$ cat src/sv/rpu_sqrt_pipe.sv
// ----------------------------------------------------------------------------
// rpu_sqrt_pipe
// pipelined integer square root, one root bit per stage
// ----------------------------------------------------------------------------
module rpu_sqrt_pipe #(
    parameter int IN_W = 48,
    parameter int SB_W = 1
) (
    input  logic              aclk,
    input  logic              aresetn,
    input  logic              en,
    input  logic              in_valid,
    input  logic [IN_W-1:0]   in_rad,
    input  logic [SB_W-1:0]   in_sb,
    output logic              out_valid,
    output logic [IN_W/2-1:0] out_root,
    output logic [SB_W-1:0]   out_sb
);
    localparam int RW = IN_W / 2;

    logic            stg_valid [RW+1];
    logic [IN_W-1:0] stg_rad   [RW+1];
    logic [RW:0]     stg_rem   [RW+1];
    logic [RW-1:0]   stg_root  [RW+1];
    logic [SB_W-1:0] stg_sb    [RW+1];

    assign stg_valid[0] = in_valid;
    assign stg_rad[0]   = in_rad;
    assign stg_rem[0]   = '0;
    assign stg_root[0]  = '0;
    assign stg_sb[0]    = in_sb;

    for (genvar k = 0; k < RW; k++) begin : g_stage
        logic            valid_reg;
        logic [IN_W-1:0] rad_reg, rad_next;
        logic [RW:0]     rem_reg, rem_next;
        logic [RW-1:0]   root_reg, root_next;
        logic [SB_W-1:0] sb_reg;
        logic [RW+1:0]   cat;
        logic [RW+2:0]   diff;

        always_comb begin
            cat      = {stg_rem[k][RW-1:0], stg_rad[k][IN_W-1 -: 2]};
            diff     = {1'b0, cat} - {1'b0, stg_root[k], 2'b01};
            rad_next = stg_rad[k] << 2;
            if (!diff[RW+2]) begin
                rem_next  = diff[RW:0];
                root_next = {stg_root[k][RW-2:0], 1'b1};
            end else begin
                rem_next  = cat[RW:0];
                root_next = {stg_root[k][RW-2:0], 1'b0};
            end
        end

        always_ff @(posedge aclk) begin
            if (!aresetn) begin
                valid_reg <= 1'b0;
            end else if (en) begin
                valid_reg <= stg_valid[k];
            end
        end

        always_ff @(posedge aclk) begin
            if (en) begin
                rad_reg  <= rad_next;
                rem_reg  <= rem_next;
                root_reg <= root_next;
                sb_reg   <= stg_sb[k];
            end
        end

        assign stg_valid[k+1] = valid_reg;
        assign stg_rad[k+1]   = rad_reg;
        assign stg_rem[k+1]   = rem_reg;
        assign stg_root[k+1]  = root_reg;
        assign stg_sb[k+1]    = sb_reg;
    end

    assign out_valid = stg_valid[RW];
    assign out_root  = stg_root[RW];
    assign out_sb    = stg_sb[RW];

endmodule

$ cat config.mk
export PLATFORM = sky130hd
export DESIGN_NAME = rpu_sqrt_pipe
export DESIGN_NICKNAME = d
export VERILOG_FILES = /design/src/sv/rpu_sqrt_pipe.sv
export SDC_FILE = /design/constraint.sdc
export NUM_CORES = 2
export LEC_CHECK = 0
export BUFFER_PORTS_ARGS = -buffer_cell sky130_fd_sc_hd__buf_4
export CORE_UTILIZATION = 66
export CTS_BUF_LIST = sky130_fd_sc_hd__clkbuf_4
export DETAILED_ROUTE_END_ITERATION = 12
export GPL_TIMING_DRIVEN = 0
export PLACE_DENSITY = 0.84
export SYNTH_ARGS = -nofsm -noshare
export SYNTH_HDL_FRONTEND = slang
export SYNTH_SLANG_ARGS = --single-unit
$ cat constraint.sdc
create_clock -name aclk -period 3.5 [get_ports aclk]
set_input_delay 0.175 -clock aclk [delete_from_list [all_inputs] [get_ports aclk]]
set_output_delay 0.175 -clock aclk [all_outputs]
set_load 0.005 [all_outputs]
## After elaboration in Yosys (flattened, before gate mapping)

Index checks and enable logic that the tools add are counted.

| operators by class | value |
|---|---|
| $add $sub $neg | 24 |
| mux-type cells | 47 |

Operators by type and width:

| operator | number |
|---|---|
| $mux W24 | 22 |
| $sub A26 B10 Y27 | 1 |
| $sub A26 B11 Y27 | 1 |
| $sub A26 B12 Y27 | 1 |
| $sub A26 B13 Y27 | 1 |
| $sub A26 B14 Y27 | 1 |
| $sub A26 B15 Y27 | 1 |
| $sub A26 B16 Y27 | 1 |
| $sub A26 B17 Y27 | 1 |
| $sub A26 B18 Y27 | 1 |
| $sub A26 B19 Y27 | 1 |
| $sub A26 B20 Y27 | 1 |
| $sub A26 B21 Y27 | 1 |
| $sub A26 B22 Y27 | 1 |
| $sub A26 B23 Y27 | 1 |
| $sub A26 B24 Y27 | 1 |
| $sub A26 B25 Y27 | 1 |
| $sub A26 B3 Y27 | 1 |
| $sub A26 B4 Y27 | 1 |
| $sub A26 B5 Y27 | 1 |
| $sub A26 B6 Y27 | 1 |
| $sub A26 B7 Y27 | 1 |
| $sub A26 B8 Y27 | 1 |
| $sub A26 B9 Y27 | 1 |
| other kinds (3) | 26 |

| storage, ports and cells | value |
|---|---|
| bits in registers | 1,431 |
| input port bits | 53 |
| output and inout port bits | 26 |
| logic and storage cells | 190 |

## Longest topological paths before layout

| logic depth | value |
|---|---|
| depth in word-level cells | 2 |
| mapped depth | 13 |
| gate-level depth less buffers | 13 |

## Least setup slack after synthesis

No wires, ideal clock.

| timing path | value |
|---|---|
| path type | register to register |
| start | register g_stage[15].rem_reg[0] |
| end | register g_stage[16].rem_reg[12], data pin |
| setup time | 0.260 ns |
| arrival time | 2.665 ns |
| data required time | 3.240 ns |
| slack | 0.575 ns |
| stages on the path, launching flop included | 11 |
| path buffers | 1 |
| period minus slack after synthesis | 2.925 ns |
| path through | edfxtp_1 -> ha_1 -> nor2b_1 -> o31a_1 -> o311a_1 -> o311a_1 -> o2111ai_2 -> and2_1 -> nand2_1 -> buf_6 -> mux2_4 |

| between the ends | value |
|---|---|
| cells in the longest elaborated chain, start to end | 2 |

RTL lines:

| item | RTL line | RTL |
|---|---|---|
| from (decl) | 36 | `logic [RW:0] rem_reg, rem_next;` |
| from (signal assigned) | 66 | `rem_reg <= rem_next;` |
| $sub A26 B18 Y27 | 44 | `diff = {1'b0, cat} - {1'b0, stg_root[k], 2'b01};` |
| $mux W24 | 46 | `if (!diff[RW+2]) begin` |
| via g_stage[16].rem_next[12] | 36 |  |
| to (signal assigned) | 66 |  |
| to (decl) | 36 |  |

The timed path passes the listed nets, and every way through them passes these cells.
A chain may end at the register's enable or synchronous reset.

## Worst setup path in the final report

| timing path | value |
|---|---|
| start | register g_stage[21].rem_reg[7] |
| end | register g_stage[22].rem_reg[22], data pin |

| between the ends | value |
|---|---|
| cells in the longest elaborated chain, start to end | 2 |

RTL lines:

| item | RTL line |
|---|---|
| from (decl) | 36 |
| from (signal assigned) | 66 |
| $sub A26 B24 Y27 | 44 |
| $mux W24 | 46 |
| via g_stage[22].rem_next[22] | 36 |
| to (signal assigned) | 66 |
| to (decl) | 36 |

The timed path passes the listed nets, and every way through them passes these cells.

==> results.json <==
{
  "status": "completed",
  "detail_route.iter0.violations": 2853,
  "startpoint_type": "flip-flop",
  "path_class": "reg2reg",
  "chipWidth_um": 313,
  "count_of_final_max_slew_check_failures": 0,
  "finalHoldViolations": 0,
  "stdcell_area_mm2": 0.0721,
  "yosys.cell_types.count": 95,
  "synth-warning-count": 0,
  "clockRootBuffer": "clkbuf_4",
  "die_h_um": 313,
  "worst-endpoint-required_ns": 4.38,
  "fmax_mhz": 294,
  "ios": 79,
  "placement_rows": 113,
  "max_cap_violations": 0,
  "totalWireLength_um": 119000,
  "fin_nets": 5665,
  "min_delay_path_depth": 2,
  "post_route_cells_drive_above_1_share_pct": 15.0,
  "timing.final.crit_period_ns": 3.41,
  "synthesis.nets": 5105,
  "layoutNonFillerInstCount": 6837,
  "number_of_search_and_repair_iterations_in_the_first_detailed_routing_pass": 6,
  "postSynth.asyncResetShare_pct": 0,
  "ir_drop_mv": 0.576,
  "fin_crit_share_pct": 97.3,
  "synthTopCellsByArea": "edfxtp_1 66%, ha_1 5.9%, xnor2_1 3.1%, a21oi_1 2.5%, xor2_1 2.4%",
  "tritoncts_num_sinks": 1421,
  "clkTransAtPathRegs_ns": 0.08,
  "reg2reg_depth": 10,
  "grt_start_max_net_pins": 203,
  "first_global_vias": 40089,
  "cp_max_fo": 10,
  "drc_errors": 0,
  "finish.utilization_pct": 75.6,
  "largest_register_ffs": 552,
  "dieArea_mm2": 0.0982,
  "placedCellCount": 6101,
  "synthDominantAreaCellType": "edfxtp_1",
  "cts_max_level": 5,
  "syn_to_final_growth_pct": 12.7,
  "synth_seq_cells": 1421,
  "synth-seq-area-share_pct": 66.3,
  "cellPowerDensity_mw_per_mm2": 617,
  "cts_max_path_buffers": 4,
  "initial_utilization_pct": 67.0,
  "arrival_ns": 4.29,
  "grtUsageTotal_pct": 24.4,
  "placement.setup.worst_slack_ns": -0.544,
  "numPortBuffers": 78,
  "detail_route.wl_per_cell_um": 17.4,
  "final_antenna_net_count": 0,
  "number_of_clock_buffers_inserted_by_tritoncts": 358,
  "min-delay-path-class": "in2reg",
  "placement.cell_area_mm2": 0.0663,
  "count_of_flip_flops_with_a_built_in_enable_after_synthesis": 1397,
  "clock_insertion_delay_worst_skew_ns": 1.21,
  "dp.final_hpwl_um": 77700,
  "grt_first_pass_wirelength_um": 193000,
  "core_region_area_mm2": 0.0954,
  "worst_clock_skew_ns": 0.130,
  "netlist.area_leader.share_pct": 65.6,
  "globalplace.congestion": 0.907,
  "route.vias.total": 39010,
  "syn-instance-count": 4751,
  "worst_tran_pin_value_ns": 1.04,
  "tritoncts_clock_tree": "done",
  "setup_viol": 0,
  "gr-total-overflow": 0,
  "grt_antenna_before_repair": 4,
  "leakage_nw": 28.5,
  "syn-mean-instance-area_um2": 13.5,
  "slew_headroom_pct": 30.9,
  "syn_area_mm2": 0.0640,
  "postSynth.topFlopCell": "edfxtp_1",
  "postLayoutSetupSlackWorst_ns": 0.0939,
  "timing.critical_path.to_type": "flip-flop",
  "post_drt_via_cell_ratio": 5.71
}
path summary, 6_finish.rpt:
check	start	end	slack [ns]
max	g_stage[21].rem_reg[7]	g_stage[22].rem_reg[22]	0.09
min	en	g_stage[0].rad_reg[10]	0.14
max reg2reg	g_stage[21].rem_reg[7]	g_stage[22].rem_reg[22]	0.09
min reg2reg	g_stage[1].rad_reg[29]	g_stage[2].rad_reg[31]	0.38
Yosys cell counts (28+ instances only):
| library cell | count |
|---|---|
| or3_1 | 56 |
| ha_1 | 301 |
| nand2b_1 | 63 |
| o31ai_1 | 28 |
| o21ai_0 | 183 |
| edfxtp_1 | 1397 |
| inv_1 | 392 |
| nor4_1 | 45 |
| mux2i_1 | 33 |
| xnor2_1 | 227 |
| a21oi_1 | 325 |
| mux2_2 | 63 |
| nand2_1 | 262 |
| nor2b_1 | 65 |
| o21a_1 | 68 |
| clkbuf_1 | 44 |
| nor3_1 | 114 |
| nand3_1 | 63 |
| a21o_1 | 92 |
| xor2_1 | 177 |
| nor2_1 | 349 |
cell usage in the layout (no fill, tap or decap), types with 66 or more instances in the layout:
| cell | n |
|---|---|
| o21ai_0 | 174 |
| clkinv_1 | 66 |
| dlygate4sd3_1 | 105 |
| inv_1 | 392 |
| a21o_1 | 92 |
| nor2_1 | 348 |
| a21oi_1 | 321 |
| ha_1 | 301 |
| xor2_1 | 177 |
| edfxtp_1 | 1397 |
| nand2_1 | 261 |
| xnor2_1 | 227 |
| buf_4 | 90 |
| o21a_1 | 68 |
| nor3_1 | 113 |
| clkbuf_4 | 524 |
kinds of logic after synthesis:
logic type | Yosys count | synth area share [%]
compound gates | 882 | 8.63
flops | 1421 | 66.3
fa+ha+maj | 301 | 5.89
buf+inv | 467 | 2.83
mux | 101 | 1.74
other cells | 1 | 0.00586
simple gates | 1174 | 9.05
xor+xnor | 404 | 5.53
layout make-up:
type / count / area [um2]
Tap cell: 1265 / 1580
Sequential cell: 1421 / 42400
Timing Repair Buffer: 200 / 1950
Fill cell: 5709 / 23300
Antenna cell: 10 / 25.0
Buffer: 73 / 370
Clock inverter: 89 / 469
Inverter: 394 / 1480
Multi-Input combinational cell: 2863 / 19900
Clock buffer: 522 / 3920
timing repair:
action / in CTS / in global routing
gates resized for setup: 24 / 43
gates cloned: 0 / 1
endpoints found under the setup margin: 133 / 387
buffers inserted: 5 / 4
endpoints found under the hold margin: 261 / 0
hold buffers: 105 / 0
pin swaps: 2 / 7
routing by layer:
metal	GRT usage, %	share of wire, %	wire (um)	vias to the layer above
li1	-	-	-	18862
met1	29.5	40	47600	18585
met2	42.5	51	60700	1256
met3	4.38	5.6	6670	307
met4	11.9	3.4	4070	0
met5	0	0	0	-
critical path: stages, from the launching register on:
cell and delay (ns):
edfxtp_1 0.39, ha_1 0.39, a21oi_1 0.19, o21ai_0 0.12, a31o_2 0.26, o211ai_1 0.33, a31oi_2 0.18, a221o_1 0.36
a31o_2 0.36, buf_4 0.23, mux2_2 0.30
where the power goes:
group | internal [mW] | switching [mW]
clock | 7.11 | 6.34
sequential | 21.3 | 1.14
combinational | 3.83 | 4.76
total | 32.3 | 12.2
metrics by stage:
step	setup TNS, ns	hold WS, ns	power (mW)
after floorplan	0	0.274	28.6
after detailed placement	-126.31	0.354	31.0
after global placement	-	0.353	30.9
final	0	0.145	44.5
after CTS	0	0.0770	44.6
after global routing	-0.0458	0.106	46.8
Note: power is estimated with default switching activity, not from simulation.
